===== src/rtl/pcm_to_pwm_duty_with_averager_unit_macros.svh =====
// Assertion helpers used by pcmpwm_ctrl.
`ifndef PCM_TO_PWM_DUTY_WITH_AVERAGER_UNIT_MACROS_SVH
`define PCM_TO_PWM_DUTY_WITH_AVERAGER_UNIT_MACROS_SVH

// same-cycle implication
`define PCMPWM_ASSERT_IMP(name, clk, rst, ante, cons, msg) \
   name: assert property (@(posedge clk) disable iff (rst) (ante) |-> (cons)) else $error(msg);

// next-cycle implication
`define PCMPWM_ASSERT_NXT(name, clk, rst, ante, cons, msg) \
   name: assert property (@(posedge clk) disable iff (rst) (ante) |=> (cons)) else $error(msg);

`endif


===== src/rtl/pcmpwm_pkg.sv =====
`default_nettype none
package pcmpwm_pkg;

   localparam int SAMPLE_W = 16;
   localparam int CCR_W    = 12;
   localparam int PROD_W   = SAMPLE_W + CCR_W;
   localparam int CSR_W    = 1;

   localparam logic [SAMPLE_W:0] FULL_SCALE = 17'h0FFFF;

   localparam logic [CSR_W-1:0] CSR_CCR_MIN = 1'b0;
   localparam logic [CSR_W-1:0] CSR_CCR_MAX = 1'b1;

   localparam logic KIND_CCR = 1'b0;
   localparam logic KIND_POP = 1'b1;

   typedef enum logic [2:0] {
      FUNC_SAMPLE = 3'd0,
      FUNC_POP    = 3'd1,
      FUNC_START  = 3'd2,
      FUNC_STOP   = 3'd3,
      FUNC_MUTE   = 3'd4
   } func_type;

   typedef enum logic [1:0] {
      RES_NONE,
      RES_CCR,
      RES_SILENCE,
      RES_POP
   } res_type;

   typedef struct packed {
      res_type res;
      logic    hit;
   } op_type;

endpackage
`default_nettype wire


===== src/rtl/pcmpwm_ram.sv =====
`default_nettype none
module pcmpwm_ram #(
   parameter int WIDTH = 32,
   parameter int DEPTH = 64
) (
   input  wire logic                     clock,
   input  wire logic                     wr_en,
   input  wire logic [$clog2(DEPTH)-1:0] wr_addr,
   input  wire logic [WIDTH-1:0]         wr_data,
   input  wire logic                     rd_en,
   input  wire logic [$clog2(DEPTH)-1:0] rd_addr,
   output logic      [WIDTH-1:0]         rd_data
);

   logic [WIDTH-1:0] mem_ff [DEPTH];
   logic [WIDTH-1:0] rd_data_ff;

   always_ff @(posedge clock) begin
      if (wr_en) begin
         mem_ff[wr_addr] <= wr_data;
      end
      if (rd_en) begin
         rd_data_ff <= mem_ff[rd_addr];
      end
   end

   assign rd_data = rd_data_ff;

endmodule
`default_nettype wire


===== src/rtl/pcmpwm_ctrl.sv =====
`default_nettype none
`include "pcm_to_pwm_duty_with_averager_unit_macros.svh"
module pcmpwm_ctrl
   import pcmpwm_pkg::*;
#(
   parameter int AVG_SAMPLES = 8,
   parameter int QUEUE_DEPTH = 64
) (
   input  wire logic                       clock,
   input  wire logic                       reset,
   input  wire logic                       acc,
   input  wire logic [2:0]                 func,
   input  wire logic signed [SAMPLE_W-1:0] left_sample,
   input  wire logic signed [SAMPLE_W-1:0] right_sample,
   output logic                            hazard,
   output op_type                          op,
   output logic [2*SAMPLE_W-1:0]           rd_data
);

   localparam int IDX_W   = $clog2(QUEUE_DEPTH);
   localparam int AVG_LG  = $clog2(AVG_SAMPLES);
   localparam int CNT_W   = AVG_LG + 1;
   localparam int SUM_W   = SAMPLE_W + AVG_LG + 1;
   localparam int SHIFT   = SUM_W + AVG_LG + 1;
   localparam int RECIP_W = SHIFT - AVG_LG + 2;
   localparam int MUL_W   = SUM_W + RECIP_W;
   localparam longint unsigned RECIP = (64'd1 << SHIFT) / AVG_SAMPLES + 1;
   localparam logic [RECIP_W-1:0] RECIP_V = RECIP_W'(RECIP);

   func_type f;

   logic                    playing_ff, playing_in;
   logic [CNT_W-1:0]        cnt_ff, cnt_in, cnt_nx;
   logic signed [SUM_W-1:0] sum_l_ff, sum_l_in, sum_l_nx;
   logic signed [SUM_W-1:0] sum_r_ff, sum_r_in, sum_r_nx;
   logic [IDX_W-1:0]        push_ff, push_in, push_nx;
   logic [IDX_W-1:0]        pop_ff, pop_in, pop_nx;

   logic smp, grp_done, push_go, pop_hit, pop_go;

   logic                    p1_valid_ff;
   logic [IDX_W-1:0]        p1_addr_ff;
   logic signed [SUM_W-1:0] p1_sum_l_ff, p1_sum_r_ff;
   logic [SUM_W-1:0]        mag_l, mag_r;

   logic                    p2_valid_ff;
   logic [IDX_W-1:0]        p2_addr_ff;
   logic                    p2_neg_l_ff, p2_neg_r_ff;
   logic [MUL_W-1:0]        p2_prod_l_ff, p2_prod_r_ff;
   logic [SAMPLE_W:0]       q_l, q_r;
   logic [SAMPLE_W-1:0]     avg_l, avg_r;

   assign f        = func_type'(func);
   assign smp      = acc && (f == FUNC_SAMPLE) && playing_ff;
   assign cnt_nx   = cnt_ff + CNT_W'(1);
   assign grp_done = (cnt_nx == CNT_W'(AVG_SAMPLES));
   assign sum_l_nx = sum_l_ff + {{(SUM_W-SAMPLE_W){left_sample[SAMPLE_W-1]}}, left_sample};
   assign sum_r_nx = sum_r_ff + {{(SUM_W-SAMPLE_W){right_sample[SAMPLE_W-1]}}, right_sample};
   assign push_nx  = (push_ff == IDX_W'(QUEUE_DEPTH - 1)) ? '0 : push_ff + IDX_W'(1);
   assign pop_nx   = (pop_ff == IDX_W'(QUEUE_DEPTH - 1)) ? '0 : pop_ff + IDX_W'(1);
   assign push_go  = smp && grp_done && (push_nx != pop_ff);
   assign pop_hit  = (pop_ff != push_ff);
   assign pop_go   = acc && (f == FUNC_POP) && pop_hit;

   // a pop waits until in-flight averages are written
   assign hazard = (f == FUNC_POP) && (p1_valid_ff || p2_valid_ff);

   always_comb begin
      op.hit = pop_hit;
      unique case (f) inside
         FUNC_SAMPLE: begin
            op.res = playing_ff ? RES_CCR : RES_NONE;
         end
         FUNC_POP:                op.res = RES_POP;
         FUNC_STOP, FUNC_MUTE:    op.res = RES_SILENCE;
         default:                 op.res = RES_NONE;
      endcase
   end

   always_comb begin
      playing_in = playing_ff;
      cnt_in     = cnt_ff;
      sum_l_in   = sum_l_ff;
      sum_r_in   = sum_r_ff;
      push_in    = push_ff;
      pop_in     = pop_ff;
      if (acc) begin
         unique case (f)
            FUNC_SAMPLE: begin
               if (playing_ff) begin
                  if (grp_done) begin
                     cnt_in   = '0;
                     sum_l_in = '0;
                     sum_r_in = '0;
                     if (push_go) begin
                        push_in = push_nx;
                     end
                  end else begin
                     cnt_in   = cnt_nx;
                     sum_l_in = sum_l_nx;
                     sum_r_in = sum_r_nx;
                  end
               end
            end
            FUNC_POP: begin
               if (pop_hit) begin
                  pop_in = pop_nx;
               end
            end
            FUNC_START: begin
               playing_in = 1'b1;
               cnt_in     = '0;
               sum_l_in   = '0;
               sum_r_in   = '0;
               push_in    = '0;
               pop_in     = '0;
            end
            FUNC_STOP: begin
               playing_in = 1'b0;
            end
            default: begin
            end
         endcase
      end
   end

   always_ff @(posedge clock) begin
      if (reset) begin
         playing_ff <= 1'b0;
         cnt_ff     <= '0;
         sum_l_ff   <= '0;
         sum_r_ff   <= '0;
         push_ff    <= '0;
         pop_ff     <= '0;
      end else begin
         playing_ff <= playing_in;
         cnt_ff     <= cnt_in;
         sum_l_ff   <= sum_l_in;
         sum_r_ff   <= sum_r_in;
         push_ff    <= push_in;
         pop_ff     <= pop_in;
      end
   end

   // divide group sum by AVG_SAMPLES: reciprocal multiply on the magnitude
   assign mag_l = p1_sum_l_ff[SUM_W-1] ? SUM_W'(-p1_sum_l_ff) : SUM_W'(p1_sum_l_ff);
   assign mag_r = p1_sum_r_ff[SUM_W-1] ? SUM_W'(-p1_sum_r_ff) : SUM_W'(p1_sum_r_ff);

   always_ff @(posedge clock) begin
      if (reset) begin
         p1_valid_ff <= 1'b0;
         p2_valid_ff <= 1'b0;
      end else begin
         p1_valid_ff <= push_go;
         p2_valid_ff <= p1_valid_ff;
      end
   end

   always_ff @(posedge clock) begin
      if (push_go) begin
         p1_addr_ff  <= push_ff;
         p1_sum_l_ff <= sum_l_nx;
         p1_sum_r_ff <= sum_r_nx;
      end
      if (p1_valid_ff) begin
         p2_addr_ff   <= p1_addr_ff;
         p2_neg_l_ff  <= p1_sum_l_ff[SUM_W-1];
         p2_neg_r_ff  <= p1_sum_r_ff[SUM_W-1];
         p2_prod_l_ff <= MUL_W'(mag_l) * MUL_W'(RECIP_V);
         p2_prod_r_ff <= MUL_W'(mag_r) * MUL_W'(RECIP_V);
      end
   end

   assign q_l   = p2_prod_l_ff[SHIFT +: SAMPLE_W+1];
   assign q_r   = p2_prod_r_ff[SHIFT +: SAMPLE_W+1];
   assign avg_l = p2_neg_l_ff ? SAMPLE_W'(-q_l) : SAMPLE_W'(q_l);
   assign avg_r = p2_neg_r_ff ? SAMPLE_W'(-q_r) : SAMPLE_W'(q_r);

   pcmpwm_ram #(
      .WIDTH (2*SAMPLE_W),
      .DEPTH (QUEUE_DEPTH)
   ) u_ram (
      .clock   (clock),
      .wr_en   (p2_valid_ff),
      .wr_addr (p2_addr_ff),
      .wr_data ({avg_l, avg_r}),
      .rd_en   (pop_go),
      .rd_addr (pop_ff),
      .rd_data (rd_data)
   );

   `PCMPWM_ASSERT_IMP(a_pop_after_write, clock, reset, pop_go, !(p1_valid_ff || p2_valid_ff), "pop read overlaps pending write")
   `PCMPWM_ASSERT_NXT(a_push_keeps_gap, clock, reset, push_go, push_ff != pop_ff, "push filled the empty slot")
   `PCMPWM_ASSERT_IMP(a_cnt_range, clock, reset, 1'b1, cnt_ff < CNT_W'(AVG_SAMPLES), "group count out of range")

endmodule
`default_nettype wire


===== src/rtl/pcmpwm_out.sv =====
`default_nettype none
module pcmpwm_out
   import pcmpwm_pkg::*;
(
   input  wire logic                       clock,
   input  wire logic                       reset,
   input  wire logic                       acc,
   input  wire op_type                     op,
   input  wire logic signed [SAMPLE_W-1:0] left_sample,
   input  wire logic signed [SAMPLE_W-1:0] right_sample,
   input  wire logic [CCR_W-1:0]           ccr_min,
   input  wire logic [CCR_W-1:0]           ccr_max,
   input  wire logic [2*SAMPLE_W-1:0]      rd_data,
   output logic                            b_free,
   output logic                            rsp_valid,
   input  wire logic                       rsp_stall,
   output logic                            rsp_kind,
   output logic [CCR_W-1:0]                rsp_ccr_left,
   output logic [CCR_W-1:0]                rsp_ccr_right,
   output logic                            rsp_pop_valid,
   output logic signed [SAMPLE_W-1:0]      rsp_avg_left,
   output logic signed [SAMPLE_W-1:0]      rsp_avg_right
);

   logic [CCR_W-1:0]    span;
   logic [SAMPLE_W-1:0] u_l, u_r;

   logic                b_valid_ff, b_valid_in;
   res_type             b_res_ff;
   logic                b_hit_ff;
   logic [PROD_W-1:0]   b_prod_l_ff, b_prod_r_ff;

   logic                advance;
   logic [CCR_W-1:0]    q0_l, q0_r, q_l, q_r, mid;
   logic [SAMPLE_W:0]   rem_l, rem_r;
   logic [CCR_W:0]      mid_sum;

   logic                  out_valid_ff;
   logic                  kind_ff, kind_in;
   logic [CCR_W-1:0]      ccr_l_ff, ccr_l_in, ccr_r_ff, ccr_r_in;
   logic                  pop_valid_ff, pop_valid_in;
   logic [SAMPLE_W-1:0]   avg_l_ff, avg_l_in, avg_r_ff, avg_r_in;

   assign span = (ccr_max >= ccr_min) ? ccr_max - ccr_min : '0;
   assign u_l  = {~left_sample[SAMPLE_W-1], left_sample[SAMPLE_W-2:0]};
   assign u_r  = {~right_sample[SAMPLE_W-1], right_sample[SAMPLE_W-2:0]};

   assign advance = !out_valid_ff || !rsp_stall;
   assign b_free  = !b_valid_ff || advance;

   always_comb begin
      b_valid_in = b_valid_ff;
      if (acc) begin
         b_valid_in = (op.res != RES_NONE);
      end else if (advance) begin
         b_valid_in = 1'b0;
      end
   end

   always_ff @(posedge clock) begin
      if (reset) begin
         b_valid_ff   <= 1'b0;
         out_valid_ff <= 1'b0;
      end else begin
         b_valid_ff <= b_valid_in;
         if (advance) begin
            out_valid_ff <= b_valid_ff;
         end
      end
   end

   always_ff @(posedge clock) begin
      if (acc) begin
         b_res_ff    <= op.res;
         b_hit_ff    <= op.hit;
         b_prod_l_ff <= PROD_W'(u_l) * PROD_W'(span);
         b_prod_r_ff <= PROD_W'(u_r) * PROD_W'(span);
      end
   end

   // x / 65535 as (x >> 16) plus one correction step
   assign q0_l  = b_prod_l_ff[PROD_W-1:SAMPLE_W];
   assign q0_r  = b_prod_r_ff[PROD_W-1:SAMPLE_W];
   assign rem_l = (SAMPLE_W+1)'(b_prod_l_ff[SAMPLE_W-1:0]) + (SAMPLE_W+1)'(q0_l);
   assign rem_r = (SAMPLE_W+1)'(b_prod_r_ff[SAMPLE_W-1:0]) + (SAMPLE_W+1)'(q0_r);
   assign q_l   = q0_l + CCR_W'(rem_l >= FULL_SCALE);
   assign q_r   = q0_r + CCR_W'(rem_r >= FULL_SCALE);

   assign mid_sum = (CCR_W+1)'(ccr_min) + (CCR_W+1)'(ccr_max);
   assign mid     = mid_sum[CCR_W:1];

   always_comb begin
      kind_in      = KIND_CCR;
      ccr_l_in     = '0;
      ccr_r_in     = '0;
      pop_valid_in = 1'b0;
      avg_l_in     = '0;
      avg_r_in     = '0;
      case (b_res_ff)
         RES_CCR: begin
            ccr_l_in = ccr_min + q_l;
            ccr_r_in = ccr_min + q_r;
         end
         RES_SILENCE: begin
            ccr_l_in = mid;
            ccr_r_in = mid;
         end
         RES_POP: begin
            kind_in      = KIND_POP;
            pop_valid_in = b_hit_ff;
            if (b_hit_ff) begin
               avg_l_in = rd_data[2*SAMPLE_W-1:SAMPLE_W];
               avg_r_in = rd_data[SAMPLE_W-1:0];
            end
         end
         default: begin
         end
      endcase
   end

   always_ff @(posedge clock) begin
      if (advance && b_valid_ff) begin
         kind_ff      <= kind_in;
         ccr_l_ff     <= ccr_l_in;
         ccr_r_ff     <= ccr_r_in;
         pop_valid_ff <= pop_valid_in;
         avg_l_ff     <= avg_l_in;
         avg_r_ff     <= avg_r_in;
      end
   end

   assign rsp_valid     = out_valid_ff;
   assign rsp_kind      = kind_ff;
   assign rsp_ccr_left  = ccr_l_ff;
   assign rsp_ccr_right = ccr_r_ff;
   assign rsp_pop_valid = pop_valid_ff;
   assign rsp_avg_left  = avg_l_ff;
   assign rsp_avg_right = avg_r_ff;

endmodule
`default_nettype wire


===== src/rtl/pcm_to_pwm_duty_with_averager_unit.sv =====
`default_nettype none
// channel | direction | handshake           | payload
// req     | in        | req_valid/req_stall | func, left_sample, right_sample
// rsp     | out       | rsp_valid/rsp_stall | kind, ccr_left/right, pop_valid, avg_left/right
// csr     | in        | csr_valid/csr_ready | csr_index, csr_data
//
// One beat per cycle while req_stall is low; a request beat is registered in the buffer stage and then in the
// result stage before its result leaves. Group averages pass a two-stage divide before the queue RAM write,
// so a pop beat right after a group closes is held while either divide stage is busy.
// Reset is synchronous; ccr_min/ccr_max return to 30/570, queue empty, stopped.
// rsp_stall backs up through the result stage and then stalls req.
module pcm_to_pwm_duty_with_averager_unit
   import pcmpwm_pkg::*;
#(
   parameter int AVG_SAMPLES = 8,
   parameter int QUEUE_DEPTH = 64
) (
   input  wire logic                       clock,
   input  wire logic                       reset,
   input  wire logic                       req_valid,
   output logic                            req_stall,
   input  wire logic [2:0]                 req_func,
   input  wire logic signed [SAMPLE_W-1:0] req_left_sample,
   input  wire logic signed [SAMPLE_W-1:0] req_right_sample,
   output logic                            rsp_valid,
   input  wire logic                       rsp_stall,
   output logic                            rsp_kind,
   output logic [CCR_W-1:0]                rsp_ccr_left,
   output logic [CCR_W-1:0]                rsp_ccr_right,
   output logic                            rsp_pop_valid,
   output logic signed [SAMPLE_W-1:0]      rsp_avg_left,
   output logic signed [SAMPLE_W-1:0]      rsp_avg_right,
   input  wire logic                       csr_valid,
   output logic                            csr_ready,
   input  wire logic [CSR_W-1:0]           csr_index,
   input  wire logic [CCR_W-1:0]           csr_data
);

   logic [CCR_W-1:0]      ccr_min_ff, ccr_max_ff;
   logic                  acc, hazard, b_free;
   op_type                op;
   logic [2*SAMPLE_W-1:0] rd_data;

   assign csr_ready = 1'b1;

   always_ff @(posedge clock) begin
      if (reset) begin
         ccr_min_ff <= CCR_W'(30);
         ccr_max_ff <= CCR_W'(570);
      end else if (csr_valid && csr_ready) begin
         unique case (csr_index)
            CSR_CCR_MIN: ccr_min_ff <= csr_data;
            CSR_CCR_MAX: ccr_max_ff <= csr_data;
            default: begin
            end
         endcase
      end
   end

   assign req_stall = !b_free || hazard;
   assign acc       = req_valid && !req_stall;

   pcmpwm_ctrl #(
      .AVG_SAMPLES (AVG_SAMPLES),
      .QUEUE_DEPTH (QUEUE_DEPTH)
   ) u_ctrl (
      .clock        (clock),
      .reset        (reset),
      .acc          (acc),
      .func         (req_func),
      .left_sample  (req_left_sample),
      .right_sample (req_right_sample),
      .hazard       (hazard),
      .op           (op),
      .rd_data      (rd_data)
   );

   pcmpwm_out u_out (
      .clock         (clock),
      .reset         (reset),
      .acc           (acc),
      .op            (op),
      .left_sample   (req_left_sample),
      .right_sample  (req_right_sample),
      .ccr_min       (ccr_min_ff),
      .ccr_max       (ccr_max_ff),
      .rd_data       (rd_data),
      .b_free        (b_free),
      .rsp_valid     (rsp_valid),
      .rsp_stall     (rsp_stall),
      .rsp_kind      (rsp_kind),
      .rsp_ccr_left  (rsp_ccr_left),
      .rsp_ccr_right (rsp_ccr_right),
      .rsp_pop_valid (rsp_pop_valid),
      .rsp_avg_left  (rsp_avg_left),
      .rsp_avg_right (rsp_avg_right)
   );

endmodule
`default_nettype wire

===== config.mk =====
export PLATFORM = sky130hd
export DESIGN_NAME = pcm_to_pwm_duty_with_averager_unit
export DESIGN_NICKNAME = d
export VERILOG_FILES = /design/src/rtl/pcmpwm_pkg.sv /design/src/rtl/pcmpwm_ram.sv /design/src/rtl/pcmpwm_ctrl.sv /design/src/rtl/pcmpwm_out.sv /design/src/rtl/pcm_to_pwm_duty_with_averager_unit.sv
export VERILOG_INCLUDE_DIRS = /design/src /design/src/rtl
export SDC_FILE = /design/constraint.sdc
export NUM_CORES = 2
export LEC_CHECK = 0
export CAP_MARGIN = 20
export CORE_AREA = 2 2 466 468
export DETAILED_ROUTE_END_ITERATION = 10
export DIE_AREA = 0 0 468 470
export DONT_BUFFER_PORTS = 1
export GPL_ROUTABILITY_DRIVEN = 0
export PLACE_DENSITY_LB_ADDON = 0.12
export SETUP_SLACK_MARGIN = 0.3
export SLEW_MARGIN = 20
export SYNTH_ARGS = -nofsm -noshare
export SYNTH_HDL_FRONTEND = slang
export SYNTH_SLANG_ARGS = --single-unit

===== constraint.sdc =====
create_clock -name clock -period 22.1 [get_ports clock]
set_input_delay 2.21 -clock clock [delete_from_list [all_inputs] [get_ports clock]]
set_output_delay 2.21 -clock clock [all_outputs]
set_load 0.005 [all_outputs]

==> flow_summary.yaml <==
run:
  maxCapViolCount: 0
die:
  start_util_pct: 49.5
  io_pins: 114
  rows: 171
  die_h_um: 470
  die_area_um2: 220000
  die_w_um: 468
  core-area_um2: 216000
cells_and_area:
  fillers: 16710
  fin_area_um2: 119000
  area_delta_synth_final_pct: 11.4
  layout_commonest_cell: "edfxtp_1"
  layout_common_cells: "2,283 x edfxtp_1, 672 x mux4_2, 402 x inv_1"
  nNetsFinal: 6629
  drive_above_1_share_pct: 20.9
  final_cells: 9096
routing:
  routedWlPerCell_um: 29.2
  first_iter_violations: 5208
  ant_nets: 0
  drc_errors: 0
  first_pass_iters: 6
  vias_per_cell: 6.06
  wl_um: 265000
  vias: 55155
timing:
  setup_ws_ps: 12750
  drv_slew: 0
  relSlewSlack_pct: 22.7
  skew_ps: 70.0
  fmax_ghz: 0.107
  finalSetupViolCount: 0
  worst_pin_slew_ps: 1150
  final.setup.tns_ps: 0
  rsz0062_at_grt: "false"
  period_share_pct: 42.3
  fin_crit_ps: 9360
  hold_violations: 0
placed_design:
  placedInstanceArea_um2: 111000
  dp_worst_setup_slack_ps: 12980
  dp.final_hpwl_um: 157000
  io_buffers: 0
  dp.cells: 8655
setup_path:
  rrSetupSlack_ps: 12750
  cp_slowest_stage_delay_ps: 800
  r2r_end: "u_out.b_prod_l_ff[27]$_DFFE_PP_"
  worstPathArrival_ps: 10030
  critPathMaxFanout: 95
  reg2reg_from: "ccr_min_ff[0]$_SDFFE_PP0P_"
  crit_required_ps: 22780
  rr_worst_depth: 31
  cp-start-kind: "register"
  crit_path_end_kind: "register"
  crit_start: "ccr_min_ff[0]$_SDFFE_PP0P_"
  crit_type: "register to register"
  crit_end: "u_out.b_prod_l_ff[27]$_DFFE_PP_"
  cp_common_cell: "fa_1"
  cp_slowest_cell: "buf_4"
clock_tree:
  clock_sinks: 2368
  ctsHoldBuffers: 0
  clock_latency_ps: 880
  clk_path_buf_depth: 3
  tritoncts: "built"
  cts_buffers: 235
  clk_pin_slew_ps: 60
  post_cts_buffers: 0
  clock-root-buffer: "clkbuf_16"
  cts-resized-gates: 0
  htree_levels: 4
power_and_ir_drop:
  power.share.clock_pct: 33.7
  p_per_area_nw_per_um2: 97.3
  switchingPower_mw: 3.23
  power_frac_seq_pct: 44.0
  irDropWorstVdd_mv: 0.0916
  internal-power_mw: 8.34
  power_leakage_nw: 39.8
  power_mw: 11.6
  power.share.switching_pct: 27.9
  pwr-share-comb_pct: 22.4
synthesis:
  ys.flop_type: "edfxtp_1"
  synth-seq-cells: 2368
  async_reset_ff_share_pct: 0
  ys_types: 75
  synth.avg_cell_area_um2: 18.0
  yosys.area.top_type: "edfxtp_1"
  yosysTopAreaCellShare_pct: 64.2
  synthesis.nets: 6537
  seq_area_frac_synth_pct: 65.8
  synthTopCellsByArea: "edfxtp_1 64%, mux4_2 14%, fa_1 5.4%, ha_1 2.9%, dfxtp_1 1.6%"
  synthCells: 5947
  synth_edf_count: 2283
  yosys_warnings: 0
  syn_area_um2: 107000
global_route:
  grt_use_total_pct: 24.4
  antenna_found_initial: 19
  grt_pass1_vias: 56936
  grt_max_degree: 132
  grt-ovfl-total: 0
  grt_pass1_wl_um: 390000
worst_hold_path:
  hold_class: "register to register"
outcome:
  outcome: "finished, final reports clean"
## stage by stage
| stage | hold slack [ps] | util (%) |
|---|---|---|
| after floorplan | 400 | - |
| after global placement | 404 | 51.6 |
| after detailed placement | 405 | 51.6 |
| after CTS | 393 | 55.1 |
| after global routing | 407 | 55.1 |
| final | 393 | 55.1 |
## per-layer routing
layer | global-route usage, % | part of all wire [%] | vias to the layer above | routed length, µm
met5 | 0 | 0.016 | - | 42
met4 | 5.49 | 1.9 | 6 | 5120
met3 | 3.80 | 6.3 | 308 | 16800
met2 | 39.5 | 49 | 1729 | 129000
met1 | 35.2 | 43 | 29759 | 114000
li1 | - | - | 23353 | -
## flip-flops by register name, indices dropped and copies added, names as in the netlist, 12 cells and up
name,count
u_ctrl.p2_prod_r_ff,16
u_out.rsp_avg_left,16
u_out.b_prod_l_ff,28
u_ctrl.p2_prod_l_ff,16
ccr_min_ff,12
u_ctrl.p1_sum_r_ff,20
u_out.rsp_ccr_right,12
u_ctrl.sum_r_ff,20
u_ctrl.sum_l_ff,20
u_ctrl.p1_sum_l_ff,20
u_out.rsp_avg_right,16
u_out.rsp_ccr_left,12
u_out.b_prod_r_ff,28
ccr_max_ff,12
u_ctrl.u_ram.rd_data,32
u_ctrl.u_ram.mem_ff,2048
## worst max-delay path: cells and delay by family (launching register included)
kind / cells / cell delay (ps)
adders and majority gates: 8 / 3540
AOI/OAI and AO/OA: 13 / 2460
buffers and inverters: 6 / 1720
and+or+nand+nor: 4 / 860
DFF: 1 / 380
## cells in the mapped netlist (5+ instances only)
cell type and instances:
edfxtp_1 2283, mux4_2 672, inv_1 403, nand2_1 310, fa_1 290, ha_1 247, clkbuf_1 219, nor2_1 194
xnor2_1 145, a21oi_1 143, nand3_1 124, and3_1 117, dfxtp_1 85, buf_1 71, o21ai_0 66, a21o_1 60
xor2_1 58, nor3_1 47, nand2b_1 38, and2_1 33, nor2b_1 30, a22oi_1 26, a31oi_1 21, o31ai_1 21
a21boi_0 20, o21a_1 20, o21bai_1 14, nand4_1 13, a22o_1 12, a311oi_1 11, nand3b_1 11, a21bo_2 10
a211oi_1 9, or3_1 9, nor4_1 8, o21ai_1 8, a211o_1 6, a221o_1 6, or4_1 6, o211ai_1 5
## cells by family after synthesis
| kind of cell | count (synthesis) | synth area share [%] |
|---|---|---|
| simple gates | 969 | 4.40 |
| xor+xnor | 203 | 1.67 |
| buf+inv | 696 | 2.45 |
| mux | 677 | 14.2 |
| flops | 2368 | 65.8 |
| other cells | 1 | 0.00351 |
| fa+ha+maj | 537 | 8.33 |
| compound gates | 496 | 3.10 |
## worst min path at each step
stage / from / end / slack (ps) / cells after the start
2_1_floorplan: u_ctrl.p1_addr_ff[0]$_DFFE_PP_ / u_ctrl.p2_addr_ff[0]$_DFFE_PP_ / 400 / 0
3_3_place_gp: u_ctrl.p1_addr_ff[3]$_DFFE_PP_ / u_ctrl.p2_addr_ff[3]$_DFFE_PP_ / 400 / 0
3_5_place_dp: u_ctrl.p1_addr_ff[5]$_DFFE_PP_ / u_ctrl.p2_addr_ff[5]$_DFFE_PP_ / 400 / 0
4_1_cts: u_ctrl.p1_addr_ff[0]$_DFFE_PP_ / u_ctrl.p2_addr_ff[0]$_DFFE_PP_ / 390 / 0
5_1_grt: u_ctrl.p1_addr_ff[0]$_DFFE_PP_ / u_ctrl.p2_addr_ff[0]$_DFFE_PP_ / 410 / 0
6_report: u_ctrl.p1_addr_ff[0]$_DFFE_PP_ / u_ctrl.p2_addr_ff[0]$_DFFE_PP_ / 390 / 0
## layout make-up
class | count | area (µm²) | share of cell area, %
Sequential cell | 2368 | 70300 | 59.1
Multi-Input combinational cell | 2883 | 34800 | 29.3
Clock buffer | 298 | 6300 | 5.30
Tap cell | 2854 | 3570 | 3.00
Inverter | 403 | 1510 | 1.27
Clock inverter | 138 | 1250 | 1.05
Timing Repair Buffer | 148 | 1190 | 1.00
Antenna cell | 4 | 10.0 | 0.00842
## power groups by stage
stage,Combinational (mW),Clock (mW),Sequential [mW]
after floorplan,2.01,0,5.13
after global placement,2.55,0,5.18
after detailed placement,2.60,0,5.18
after CTS,2.61,3.97,5.09
after global routing,2.96,4.14,5.09
final,2.59,3.89,5.09
No activity file was read; power rests on OpenSTA's default activity.
